[config.mk]
export PLATFORM = sky130hd
export DESIGN_NAME = accel_face_orientation_detector
export DESIGN_NICKNAME = d
export VERILOG_FILES = /design/src/rtl/afod_pkg.sv /design/src/rtl/afod_front.sv /design/src/rtl/afod_queue.sv /design/src/rtl/afod_back.sv /design/src/rtl/accel_face_orientation_detector.sv
export SDC_FILE = /design/constraint.sdc
export NUM_CORES = 1
export LEC_CHECK = 0
export BUFFER_PORTS_ARGS = -buffer_cell sky130_fd_sc_hd__buf_2
export CAP_MARGIN = 20
export CORE_AREA = 2 2 190 192
export CTS_CLUSTER_SIZE = 20
export DETAILED_ROUTE_END_ITERATION = 6
export DIE_AREA = 0 0 192 194
export PLACE_DENSITY = 0.65
export SLEW_MARGIN = 0
export SYNTH_ARGS = -nofsm -noshare
export SYNTH_HDL_FRONTEND = slang
export SYNTH_HIERARCHICAL = 1
export SYNTH_SLANG_ARGS = --single-unit
[constraint.sdc]
create_clock -name clk -period 6.4 [get_ports clk]
set_input_delay 0 -clock clk [delete_from_list [all_inputs] [get_ports clk]]
set_output_delay 0 -clock clk [all_outputs]
set_load 0.05 [all_outputs]
[src/rtl/afod_pkg.sv]
`timescale 1ns / 1ps
// ----------------------------------------------------------------------------
// afod_pkg: shared types and constants of the face orientation detector
// Holds the sample width, face and register codes, the configuration
// bundle and the axis-to-face lookup.
// ----------------------------------------------------------------------------
package afod_pkg;

	// sample width of each acceleration axis
	localparam int SAMPLE_BITS = 19;
	localparam int THR_W       = 18;
	localparam int SHIFT_W     = 3;
	localparam int STABLE_W    = 4;
	localparam int MAG_W       = (SAMPLE_BITS > THR_W) ? SAMPLE_BITS : THR_W;
	localparam int NUM_AXES    = 3;

	// configuration port geometry
	localparam int ADDR_W = 4;
	localparam int DATA_W = 32;

	// face queue between classifier and confirmer
	localparam int QUEUE_DEPTH = 4;
	localparam int QPTR_W      = $clog2(QUEUE_DEPTH);
	localparam int QCNT_W      = $clog2(QUEUE_DEPTH + 1);

	// register reset values
	localparam logic [SHIFT_W-1:0]  AVERAGE_SHIFT_RST     = SHIFT_W'(2);
	localparam logic [THR_W-1:0]    GRAVITY_THRESHOLD_RST = THR_W'(6000);
	localparam logic [STABLE_W-1:0] STABLE_SAMPLES_RST    = STABLE_W'(5);

	typedef enum logic [2:0] {
		FACE_UNKNOWN = 3'd0,
		FACE_TOP     = 3'd1,
		FACE_BOTTOM  = 3'd2,
		FACE_FRONT   = 3'd3,
		FACE_BACK    = 3'd4,
		FACE_RIGHT   = 3'd5,
		FACE_LEFT    = 3'd6
	} face_t;

	typedef enum logic [1:0] {
		AXIS_X = 2'd0,
		AXIS_Y = 2'd1,
		AXIS_Z = 2'd2
	} axis_t;

	typedef enum logic [1:0] {
		REG_AVERAGE_SHIFT     = 2'd0,
		REG_GRAVITY_THRESHOLD = 2'd1,
		REG_STABLE_SAMPLES    = 2'd2
	} reg_idx_t;

	// configuration bundle handed to the front and back parts
	typedef struct packed {
		logic [SHIFT_W-1:0]  average_shift;
		logic [THR_W-1:0]    gravity_threshold;
		logic [STABLE_W-1:0] stable_samples;
	} cfg_t;

	// face picked by the dominant axis and its sign
	function automatic face_t face_of(input axis_t axis, input logic positive);
		face_t f;
		unique case (axis)
			AXIS_X:  f = positive ? FACE_BACK   : FACE_FRONT;
			AXIS_Y:  f = positive ? FACE_LEFT   : FACE_RIGHT;
			AXIS_Z:  f = positive ? FACE_BOTTOM : FACE_TOP;
			default: f = FACE_UNKNOWN;
		endcase
		return f;
	endfunction

endpackage

[src/rtl/afod_front.sv]
`timescale 1ns / 1ps
// ----------------------------------------------------------------------------
// afod_front: sample intake, running average and face classification
// Accepts one sample word a cycle while the queue has room, updates the
// per-axis averages and pushes the instant face of the averages to the queue.
// ----------------------------------------------------------------------------
module afod_front (
	input  logic                                 clk,
	input  logic                                 arst_n,
	input  afod_pkg::cfg_t                       cfg,
	input  logic                                 sample_valid,
	output logic                                 sample_stall,
	input  logic signed [afod_pkg::SAMPLE_BITS-1:0] accel_x,
	input  logic signed [afod_pkg::SAMPLE_BITS-1:0] accel_y,
	input  logic signed [afod_pkg::SAMPLE_BITS-1:0] accel_z,
	input  logic                                 queue_full,
	output logic                                 push,
	output afod_pkg::face_t                      push_face
);

	localparam int SB = afod_pkg::SAMPLE_BITS;

	logic signed [SB-1:0] raw_w    [afod_pkg::NUM_AXES];
	logic signed [SB-1:0] avg_nx_w [afod_pkg::NUM_AXES];
	logic signed [SB:0]   diff_w   [afod_pkg::NUM_AXES];
	logic signed [SB:0]   step_w   [afod_pkg::NUM_AXES];
	logic signed [SB:0]   sum_w    [afod_pkg::NUM_AXES];
	logic [SB-1:0]        mag_w    [afod_pkg::NUM_AXES];

	logic signed [SB-1:0] avg_q [afod_pkg::NUM_AXES];
	logic                 loaded_q;
	logic                 valid_s1;

	logic                 accept;
	logic [SB-1:0]        best_w;
	afod_pkg::axis_t      dom_w;
	logic                 positive_w;

	assign raw_w[0] = accel_x;
	assign raw_w[1] = accel_y;
	assign raw_w[2] = accel_z;

	// handshake: the held word leaves whenever the queue has room
	assign sample_stall = valid_s1 && queue_full;
	assign accept       = sample_valid && !sample_stall;
	assign push         = valid_s1 && !queue_full;

	// running average step per axis
	always_comb begin
		for (int i = 0; i < afod_pkg::NUM_AXES; i++) begin
			diff_w[i] = {raw_w[i][SB-1], raw_w[i]} - {avg_q[i][SB-1], avg_q[i]};
			step_w[i] = diff_w[i] >>> cfg.average_shift;
			sum_w[i]  = {avg_q[i][SB-1], avg_q[i]} + step_w[i];
			avg_nx_w[i] = loaded_q ? sum_w[i][SB-1:0] : raw_w[i];
		end
	end

	// average state and held-word flag
	always_ff @(posedge clk or negedge arst_n) begin
		if (!arst_n) begin
			for (int i = 0; i < afod_pkg::NUM_AXES; i++) begin
				avg_q[i] <= '0;
			end
			loaded_q <= 1'b0;
			valid_s1 <= 1'b0;
		end else begin
			if (accept) begin
				for (int i = 0; i < afod_pkg::NUM_AXES; i++) begin
					avg_q[i] <= avg_nx_w[i];
				end
				loaded_q <= 1'b1;
				valid_s1 <= 1'b1;
			end else if (push) begin
				valid_s1 <= 1'b0;
			end
		end
	end

	// magnitudes of the held averages
	always_comb begin
		for (int i = 0; i < afod_pkg::NUM_AXES; i++) begin
			mag_w[i] = avg_q[i][SB-1] ? (~avg_q[i] + SB'(1)) : avg_q[i];
		end
	end

	// dominant axis, earlier axis wins a tie
	always_comb begin
		best_w = mag_w[0];
		dom_w  = afod_pkg::AXIS_X;
		if (mag_w[1] > best_w) begin
			best_w = mag_w[1];
			dom_w  = afod_pkg::AXIS_Y;
		end
		if (mag_w[2] > best_w) begin
			best_w = mag_w[2];
			dom_w  = afod_pkg::AXIS_Z;
		end
		positive_w = !avg_q[dom_w][SB-1] && (|avg_q[dom_w]);
	end

	// threshold check and face lookup
	always_comb begin
		if (afod_pkg::MAG_W'(best_w) < afod_pkg::MAG_W'(cfg.gravity_threshold)) begin
			push_face = afod_pkg::FACE_UNKNOWN;
		end else begin
			push_face = afod_pkg::face_of(dom_w, positive_w);
		end
	end

endmodule

[src/rtl/afod_queue.sv]
`timescale 1ns / 1ps
// ----------------------------------------------------------------------------
// afod_queue: short face queue
// Decouples the classifier from the confirmer so that either side can
// stall on its own.
// ----------------------------------------------------------------------------
module afod_queue (
	input  logic            clk,
	input  logic            arst_n,
	input  logic            push,
	input  afod_pkg::face_t push_face,
	output logic            full,
	input  logic            pop,
	output afod_pkg::face_t pop_face,
	output logic            empty
);

	afod_pkg::face_t                 entry_q [afod_pkg::QUEUE_DEPTH];
	logic [afod_pkg::QPTR_W-1:0]     wr_ptr_q;
	logic [afod_pkg::QPTR_W-1:0]     rd_ptr_q;
	logic [afod_pkg::QCNT_W-1:0]     count_q;

	assign full     = (count_q == afod_pkg::QCNT_W'(afod_pkg::QUEUE_DEPTH));
	assign empty    = (count_q == '0);
	assign pop_face = entry_q[rd_ptr_q];

	// entry storage
	always_ff @(posedge clk) begin
		if (push) begin
			entry_q[wr_ptr_q] <= push_face;
		end
	end

	// pointers and fill count
	always_ff @(posedge clk or negedge arst_n) begin
		if (!arst_n) begin
			wr_ptr_q <= '0;
			rd_ptr_q <= '0;
			count_q  <= '0;
		end else begin
			if (push) begin
				wr_ptr_q <= wr_ptr_q + afod_pkg::QPTR_W'(1);
			end
			if (pop) begin
				rd_ptr_q <= rd_ptr_q + afod_pkg::QPTR_W'(1);
			end
			if (push && !pop) begin
				count_q <= count_q + afod_pkg::QCNT_W'(1);
			end else if (pop && !push) begin
				count_q <= count_q - afod_pkg::QCNT_W'(1);
			end
		end
	end

endmodule

[src/rtl/afod_back.sv]
`timescale 1ns / 1ps
// ----------------------------------------------------------------------------
// afod_back: face confirmation and result register
// Tracks the candidate face and its run, confirms a face change and
// holds the result word until the consumer takes it.
// ----------------------------------------------------------------------------
module afod_back (
	input  logic                          clk,
	input  logic                          arst_n,
	input  afod_pkg::cfg_t                cfg,
	input  logic                          empty,
	input  afod_pkg::face_t               pop_face,
	output logic                          pop,
	output logic                          result_valid,
	input  logic                          result_stall,
	output logic                          face_changed,
	output logic [2:0]                    confirmed_face,
	output logic [2:0]                    prior_face,
	output logic [2:0]                    instant_face
);

	localparam int SW = afod_pkg::STABLE_W;

	afod_pkg::face_t cand_q;
	afod_pkg::face_t cur_q;
	logic [SW-1:0]   run_q;

	afod_pkg::face_t cand_nx;
	afod_pkg::face_t cur_nx;
	logic [SW-1:0]   run_nx;
	logic [SW-1:0]   need_w;
	logic            changed_w;

	logic            out_valid_q;
	logic            changed_q;
	afod_pkg::face_t confirmed_q;
	afod_pkg::face_t previous_q;
	afod_pkg::face_t instant_q;

	assign pop = !empty && (!out_valid_q || !result_stall);

	// candidate tracking and confirmation
	always_comb begin
		need_w = (cfg.stable_samples == '0) ? SW'(1) : cfg.stable_samples;
		cand_nx = cand_q;
		run_nx  = run_q;
		if (pop_face == afod_pkg::FACE_UNKNOWN || pop_face != cand_q) begin
			cand_nx = pop_face;
			run_nx  = '0;
		end else if (run_q < need_w) begin
			run_nx = run_q + SW'(1);
		end
		cur_nx    = cur_q;
		changed_w = 1'b0;
		if (run_nx >= need_w && cand_nx != cur_q) begin
			cur_nx    = cand_nx;
			changed_w = 1'b1;
		end
	end

	// tracking state
	always_ff @(posedge clk or negedge arst_n) begin
		if (!arst_n) begin
			cand_q <= afod_pkg::FACE_UNKNOWN;
			cur_q  <= afod_pkg::FACE_UNKNOWN;
			run_q  <= '0;
		end else if (pop) begin
			cand_q <= cand_nx;
			cur_q  <= cur_nx;
			run_q  <= run_nx;
		end
	end

	// result valid flag
	always_ff @(posedge clk or negedge arst_n) begin
		if (!arst_n) begin
			out_valid_q <= 1'b0;
		end else if (pop) begin
			out_valid_q <= 1'b1;
		end else if (!result_stall) begin
			out_valid_q <= 1'b0;
		end
	end

	// result payload
	always_ff @(posedge clk) begin
		if (pop) begin
			changed_q   <= changed_w;
			confirmed_q <= cur_nx;
			previous_q  <= cur_q;
			instant_q   <= pop_face;
		end
	end

	assign result_valid   = out_valid_q;
	assign face_changed   = changed_q;
	assign confirmed_face = confirmed_q;
	assign prior_face     = previous_q;
	assign instant_face   = instant_q;

endmodule

[src/rtl/accel_face_orientation_detector.sv]
`timescale 1ns / 1ps
// ----------------------------------------------------------------------------
// accel_face_orientation_detector: accelerometer face orientation detector
// Throughput: one sample word per cycle while the face queue has room;
// the averages are registered, classified into a four-entry face queue and
// confirmed into the registered result word.
// Reset: averages, candidate and current face clear to zero (unknown), the
// registers take their defaults, and no word is held anywhere.
// ----------------------------------------------------------------------------
module accel_face_orientation_detector (
	input  logic                                 clk,
	input  logic                                 arst_n,
	input  logic                                 sample_valid,
	output logic                                 sample_stall,
	input  logic signed [afod_pkg::SAMPLE_BITS-1:0] accel_x,
	input  logic signed [afod_pkg::SAMPLE_BITS-1:0] accel_y,
	input  logic signed [afod_pkg::SAMPLE_BITS-1:0] accel_z,
	output logic                                 result_valid,
	input  logic                                 result_stall,
	output logic                                 face_changed,
	output logic [2:0]                           confirmed_face,
	output logic [2:0]                           prior_face,
	output logic [2:0]                           instant_face,
	input  logic                                 psel,
	input  logic                                 penable,
	input  logic                                 pwrite,
	input  logic [afod_pkg::ADDR_W-1:0]          paddr,
	input  logic [afod_pkg::DATA_W-1:0]          pwdata,
	output logic [afod_pkg::DATA_W-1:0]          prdata,
	output logic                                 pready
);

	afod_pkg::cfg_t     cfg_q;
	afod_pkg::reg_idx_t reg_idx;
	logic               cfg_write;

	logic               queue_full;
	logic               queue_empty;
	logic               push;
	logic               pop;
	afod_pkg::face_t    push_face;
	afod_pkg::face_t    pop_face;

	assign pready    = 1'b1;
	assign reg_idx   = afod_pkg::reg_idx_t'(paddr[3:2]);
	assign cfg_write = psel && penable && pwrite && pready;

	// configuration registers
	always_ff @(posedge clk or negedge arst_n) begin
		if (!arst_n) begin
			cfg_q.average_shift     <= afod_pkg::AVERAGE_SHIFT_RST;
			cfg_q.gravity_threshold <= afod_pkg::GRAVITY_THRESHOLD_RST;
			cfg_q.stable_samples    <= afod_pkg::STABLE_SAMPLES_RST;
		end else if (cfg_write) begin
			unique case (reg_idx)
				afod_pkg::REG_AVERAGE_SHIFT: begin
					cfg_q.average_shift <= pwdata[afod_pkg::SHIFT_W-1:0];
				end
				afod_pkg::REG_GRAVITY_THRESHOLD: begin
					cfg_q.gravity_threshold <= pwdata[afod_pkg::THR_W-1:0];
				end
				afod_pkg::REG_STABLE_SAMPLES: begin
					cfg_q.stable_samples <= pwdata[afod_pkg::STABLE_W-1:0];
				end
				default: begin
				end
			endcase
		end
	end

	// register read back
	always_comb begin
		unique case (reg_idx)
			afod_pkg::REG_AVERAGE_SHIFT: begin
				prdata = afod_pkg::DATA_W'(cfg_q.average_shift);
			end
			afod_pkg::REG_GRAVITY_THRESHOLD: begin
				prdata = afod_pkg::DATA_W'(cfg_q.gravity_threshold);
			end
			afod_pkg::REG_STABLE_SAMPLES: begin
				prdata = afod_pkg::DATA_W'(cfg_q.stable_samples);
			end
			default: begin
				prdata = '0;
			end
		endcase
	end

	// intake, averaging and classification
	afod_front u_front (
		.clk          (clk),
		.arst_n       (arst_n),
		.cfg          (cfg_q),
		.sample_valid (sample_valid),
		.sample_stall (sample_stall),
		.accel_x      (accel_x),
		.accel_y      (accel_y),
		.accel_z      (accel_z),
		.queue_full   (queue_full),
		.push         (push),
		.push_face    (push_face)
	);

	// face queue
	afod_queue u_queue (
		.clk       (clk),
		.arst_n    (arst_n),
		.push      (push),
		.push_face (push_face),
		.full      (queue_full),
		.pop       (pop),
		.pop_face  (pop_face),
		.empty     (queue_empty)
	);

	// confirmation and result register
	afod_back u_back (
		.clk            (clk),
		.arst_n         (arst_n),
		.cfg            (cfg_q),
		.empty          (queue_empty),
		.pop_face       (pop_face),
		.pop            (pop),
		.result_valid   (result_valid),
		.result_stall   (result_stall),
		.face_changed   (face_changed),
		.confirmed_face (confirmed_face),
		.prior_face     (prior_face),
		.instant_face   (instant_face)
	);

endmodule

## Word level (Yosys, flattened, before mapping)

Memory sizes are Yosys's and may differ from the RTL's.
Index checks and enable logic that the tools add are counted.

- Flip-flop bits (word level): 112
- Memories kept: 1
- Input port bits: 100
- RAM bits: 12

Memories:

| memory | depth | width | read ports | clocked after memory_dff | write ports | RTL line | text |
|---|---|---|---|---|---|---|---|
| u_queue.entry_q | 4 | 3 | 1 | 0 | 1 | afod_queue.sv:18 | `afod_pkg::face_t entry_q [afod_pkg::QUEUE_DEPTH];` |

- Equal/unequal tests: 8
- Muxes and demuxes: 33
- Shift operators: 3
- Bitwise logic cells: 4
- Reductions and logical operators: 31
- Add/sub/neg operators: 14
- Magnitude comparators: 6

Operators by type and width:

| kind | count |
|---|---|
| 19-bit two-way mux | 10 |
| 20-bit by 3-bit >>> shifter with 19-bit output | 3 |
| 19-bit by 19-bit subtractor with 20-bit output | 3 |
| 19-bit adder | 3 |
| 19-bit by 2-bit adder with 19-bit output, second input constant | 3 |
| 19-bit inverter | 3 |
| 18-bit one-hot mux with 3 select lines | 1 |
| 19-bit binary-select mux with 2-bit select | 1 |
| 19-bit greater-than comparator | 2 |
| 19-bit by 18-bit < comparator with 1-bit output | 1 |
| 19-bit OR reduction | 1 |
| 3-bit two-way mux | 6 |
| 4-bit two-way mux | 3 |
| 1-bit logical AND | 10 |
| 3-bit one-hot mux with 3 select lines | 1 |
| 1-bit zero test | 8 |
| 1-bit two-way mux | 8 |
| 3-bit zero test | 2 |
| 2-bit two-way mux | 3 |
| 3-bit != test | 2 |
| 2-bit AND reduction | 3 |
| 2-bit by 1-bit adder with 2-bit output, second input constant | 2 |
| 4-bit by 1-bit adder with 4-bit output, second input constant | 1 |
| 2-bit by 1-bit == test with 1-bit output, second input constant | 2 |
| other kinds (13) | 17 |

## Longest topological paths before layout

- Word-level depth: 16
- Depth in mapped cells: 38
- Depth with buffers taken out: 36

## Cells and area by module

The synthesis kept the hierarchy.

By module, submodules not included:

| module | cells each | area each (um^2) | seq. area each (um^2) | instances |
|---|---|---|---|---|
| afod_front | 1644 | 12360.6 | 1476.4 | 1 |
| accel_face_orientation_detector | 101 | 1330.0 | 638.1 | 1 |
| afod_back | 100 | 1126.1 | 575.6 | 1 |
| afod_queue | 50 | 829.5 | 535.5 | 1 |

## Worst setup path before layout

Ideal clock, no wire load.

- Kind: register -> register
- From: register u_front/avg_q[43] (netlist bit)
- To: memory u_queue/entry_q[0][0] (netlist bit), data pin
- Library setup time: 285 ps
- Data required time: 6115 ps
- Setup slack: -753 ps
- Cell stages (with the launch flop): 37
- Clock period less this slack: 7153 ps
- Arrival: 6868 ps
- Path through: dfrtp_1 > inv_1 > nand4_1 > or3_1 > or4_1 > o21ai_0 > xnor2_1 > ha_1 > a21o_1 > a21o_1 > a21oi_1 > o21ai_0 > a21o_1 > o21ai_1 > clkbuf_1 > nand2_1 > o21ai_0 > ha_1 > a21o_1 > a21o_1 > a21oi_1 > o221ai_1 > a21oi_1 > clkinv_1 > clkbuf_1 > a31o_2 > ha_1 > a21o_1 > a21o_1 > a21o_1 > a21o_1 > a21o_1 > a21o_1 > a21oi_1 > nor3_1 > nor3_1 > a211oi_1

- Cells in the longest elaborated chain, start to end: 16
- Elaborated cells on any way between the ends: 25
- Those cells by class: add/sub: 1; order compare: 3; eq/ne: 2; mux: 13; bitwise: 2; reduce/logical: 4

RTL lines:

| element | RTL line | text |
|---|---|---|
| start: declaration | afod_front.sv:30 | `logic signed [SB-1:0] avg_q [afod_pkg::NUM_AXES];` |
| start signal: indexed assignment | afod_front.sv:69 | `avg_q[i] <= avg_nx_w[i];` |
| 19-bit inverter | afod_front.sv:82 | `mag_w[i] = avg_q[i][SB-1] ? (~avg_q[i] + SB'(1)) : avg_q[i];` |
| 19-bit by 2-bit adder with 19-bit output | afod_front.sv:82 |  |
| 19-bit two-way mux | afod_front.sv:82 |  |
| 19-bit greater-than comparator | afod_front.sv:90 | `if (mag_w[1] > best_w) begin` |
| 19-bit two-way mux | afod_front.sv:90 |  |
| 19-bit greater-than comparator | afod_front.sv:94 | `if (mag_w[2] > best_w) begin` |
| 2-bit two-way mux | afod_front.sv:94 |  |
| 2-bit inverter with 3-bit output (not written as such) | afod_front.sv:98 | `positive_w = !avg_q[dom_w][SB-1] && (\|avg_q[dom_w]);` |
| 19-bit binary-select mux with 2-bit select | afod_front.sv:98 |  |
| 19-bit two-way mux (not written as such) (2 in series) | afod_front.sv:98 |  |
| 19-bit OR reduction or 1-bit zero test (tied branches) | afod_front.sv:98 |  |
| 1-bit logical AND | afod_front.sv:98 |  |
| 2-bit two-way mux or 3-bit two-way mux (tied branches) | afod_pkg.sv:65, afod_pkg.sv:66, afod_pkg.sv:64 |  |
| 3-bit one-hot mux with 3 select lines | afod_pkg.sv:63 | `unique case (axis)` |
| 3-bit two-way mux (*) | afod_front.sv:103 | `if (afod_pkg::MAG_W'(best_w) < afod_pkg::MAG_W'(cfg.gravity_threshold)) begin` |
| via push_face[0] | accel_face_orientation_detector.sv:41 | `afod_pkg::face_t push_face;` |
| end: declaration | afod_queue.sv:18 |  |

The timed path passes the listed nets; every way through them passes the cells marked *. The select of a mux whose other input is x is not followed.

## Worst setup path after layout

- From: register u_front/avg_q[23] (netlist bit)
- To: memory u_queue/entry_q[0][0] (netlist bit), data pin

The elaborated chain is that of the path after synthesis.

==> metrics <==
Vias per Instance=5.71; Bufs on Longest Clock Path=2; CTS tree=yes; synthesis-to-layout area growth=24.6%; fillcell total=3,266; Sink Count=124; startpoint types=flip-flop; Post-Synth Adder-Cell Area=15.4%; wire per inst=18.2 um; Clock Skew=0.0119 ns; final worst setup slack=-0.280 ns; final setup fails=12; Compound-Gate Fraction of Synth Area=22.2%; fmax=0.150 GHz; reg-to-reg setup timing slack=-0.28 ns; first-pass GRT wire length=76,900 um; CP max stage delay=0.41 ns; vias=15,300; row cnt=69; setup_tns=-3.22 ns; final slew viol count=0; Die Ht=194 um; Worst EP required=6.58 ns; die width=192 um; Fin. Hold Viols=0; Max-Cap Viols=0; violated checks=negative setup slack; final core utilization=55.4%; Clock Root Buffer=clkbuf_16; initial antenna violation count=1; Port Buffers=113; antenna cells=0; Syn Std Cell Area=0.0156 mm^2; Synth Area per Inst=8.26 um^2; largest net degree at the start of global routing=68; Num CTS Buffers=17; core box area=0.0352 mm^2; Final Critical Period=6.68 ns; DP Worst Slack=-0.819 ns; Post-Synth XOR/XNOR Area=8.73%; placed cell area=0.0177 mm^2; Detailed Place HPWL=37,300 um; worst slew pin tran=1.09 ns; Synth cell types=85; Worst-path clk slew=0.07 ns; Slowest-stage cell, CP=dfrtp_1; Synth Register Bits=124; layout cells sized above 1=23.0%; kind of end point of the critical path=flip-flop; GRT Overall Usage=26.1%; Die ar.=0.0372 mm^2; routability cong.=0.943; sequential share of the synthesized area=20.6%; post-route ant nets=0; outcome=complete, but fails checks; CP dominant cell by count=a21o_1; worst skew pair latency=0.45 ns; drt pass-1 iters=5; data arrival time of the worst path=6.86 ns; Ports=145; Initial DRC Count=1,086; final WL=48,800 um; cells after synthesis=1,895; FF/Latch Area=0.00323 mm^2; hold crit path type=in -> reg; post-synthesis mux area share=12.2%; crit path kind=reg -> reg; Design Area, Final=0.0195 mm^2; total congestion overflow=0; Crit Path Max Fanout=7; unrepaired setup endpoints after global routing=true; crit share post-route=104%; worst rel slew slack=27.5%; Post-synth EDFFs=22; largest family of logic cells by synthesized area=compound AO/OA/AOI/OAI gates; CTS H-Tree Depth=4; vias in the first global route=14,700; Initial Util=44.4%; Multi-input gate area=0.0121 mm^2; FFs w/ async S/R, synth=82.3%; Most used DFF post-synth=dfrtp_1; simple-gate share of the synthesized area=15.2%; Nets=2,491; Ys Warns=6; Post-route DRC=0
==> cell usage after synthesis (6+ instances only) <==
cell type	instances	area [um^2]
a21oi_1	142	711
a21o_1	50	375
nor2_1	115	432
o22ai_1	8	50.1
nand4_1	17	106
nand2b_1	16	100
ha_1	182	2280
dfstp_2	10	263
mux2_4	14	210
mux2i_1	99	991
o21bai_1	17	128
edfxtp_1	22	661
o41ai_1	10	87.6
buf_1	10	37.5
nor3_1	38	190
a2111oi_0	7	61.3
fa_1	7	140
xnor2_1	119	1040
and2_1	23	144
xor2_1	37	324
buf_4	15	113
a22oi_1	8	60.1
a211oi_1	17	128
dfrtp_1	92	2300
o31ai_1	18	135
nor2b_1	16	100
or2_2	7	43.8
or3_1	13	81.3
clkbuf_1	57	214
a31o_2	23	201
mux2_2	51	574
mux4_2	6	135
or4_1	8	60.1
a31oi_1	11	68.8
nand2_1	177	664
and3_1	18	113
o21ai_0	140	701
nand3_1	29	145
nor4_1	9	56.3
a211o_1	8	70.1
o21ai_1	6	30.0
o21a_1	14	105
inv_1	117	439
o211ai_1	17	128
==> stage by stage <==
stage,hold WS (ns),cells
after global routing,0.0177,2676
after CTS,0.00761,2666
after detailed placement,0.0240,2545
final,0.0121,2676
after global placement,0.0226,2545
after floorplan,-0.296,1908
==> layout make-up <==
class                           count  share of cell area [%]
Timing Repair inverter              1                  0.0321
Sequential cell                   124                    16.6
Clock inverter                     15                   0.706
Multi-Input combinational cell   1580                    61.9
Clock buffer                       17                    2.18
Inverter                          123                    2.38
Timing Repair Buffer              355                    13.3
Tap cell                          461                    2.96
==> worst max-delay path: cells and delay by family (launching register included) <==
family / cells / cell delay, ns
buf+inv: 5 / 0.69
compound gates: 16 / 2.23
simple gates: 12 / 2.07
fa+ha+maj: 3 / 0.88
flops: 1 / 0.41
xor+xnor: 1 / 0.13
==> worst paths after layout <==
path	start	endpoint	cells past startpoint
setup / recovery	u_front/avg_q[23]	u_queue/entry_q[0][0]	37
hold / removal	accel_x[18]	u_front/avg_q[56]	4
setup reg to reg	u_front/avg_q[23]	u_queue/entry_q[0][0]	37
hold reg to reg	u_queue/count_q[2]	u_queue/count_q[2]	1
max in group asynchronous	arst_n	u_front/avg_q[42]	3
min in group asynchronous	arst_n	u_back/run_q[2]	2
==> sequential cells by signal (all words and copies together), names as in the netlist <==
register and flops:
u_back/cur_q 3, u_front/valid_s1 1, u_back/cand_q 3, u_back/face_changed 1
cfg_q 25, u_back/instant_face 3, u_queue/entry_q 12, u_queue/rd_ptr_q 2
u_back/result_valid 1, u_queue/wr_ptr_q 2, u_queue/count_q 3, u_front/avg_q 57
u_back/confirmed_face 3, u_back/run_q 4, u_back/prior_face 3, u_front/loaded_q 1
==> per-layer routing <==
layer  wire [um]  track usage, %  vias to the layer above
met1       21800            34.1                     7196
met5          10               0                        -
met2       22400            43.0                      460
met3        2730            3.91                       95
li1            -               -                     7521
met4        1860            11.0                        2
==> what timing repair did <==
action,in CTS,in global routing
endpoints found under the setup margin,12,18
endpoints found under the hold margin,122,0
pin swaps,21,22
gates cloned,6,0
gates resized for setup,53,30
setup buffers,6,9
hold buffers,77,0
==> kinds of logic (layout without fill, tap and decap cells) <==
group | count (synthesis) | in the layout
buffers and inverters | 209 | 511
XOR/XNOR | 156 | 156
other | 2 | 15
flip-flops | 124 | 124
AND/OR/NAND/NOR | 502 | 502
multiplexers | 170 | 170
AO/OA/AOI/OAI | 543 | 548
adder cells (fa/ha/maj) | 189 | 189
==> cell usage in the layout (no fill, tap or decap), types with 77 or more instances in the layout <==
cell / n
ha_1: 176
nand2_1: 173
buf_4: 161
a21oi_1: 132
o21ai_0: 125
xnor2_1: 116
inv_1: 114
buf_2: 112
nor2_1: 108
mux2i_1: 98
dfrtp_1: 90
dlygate4sd3_1: 77
Power is left out: the tool's default activity adds up to more than one toggle a clock period on the data nets, which glitch-free logic cannot reach.
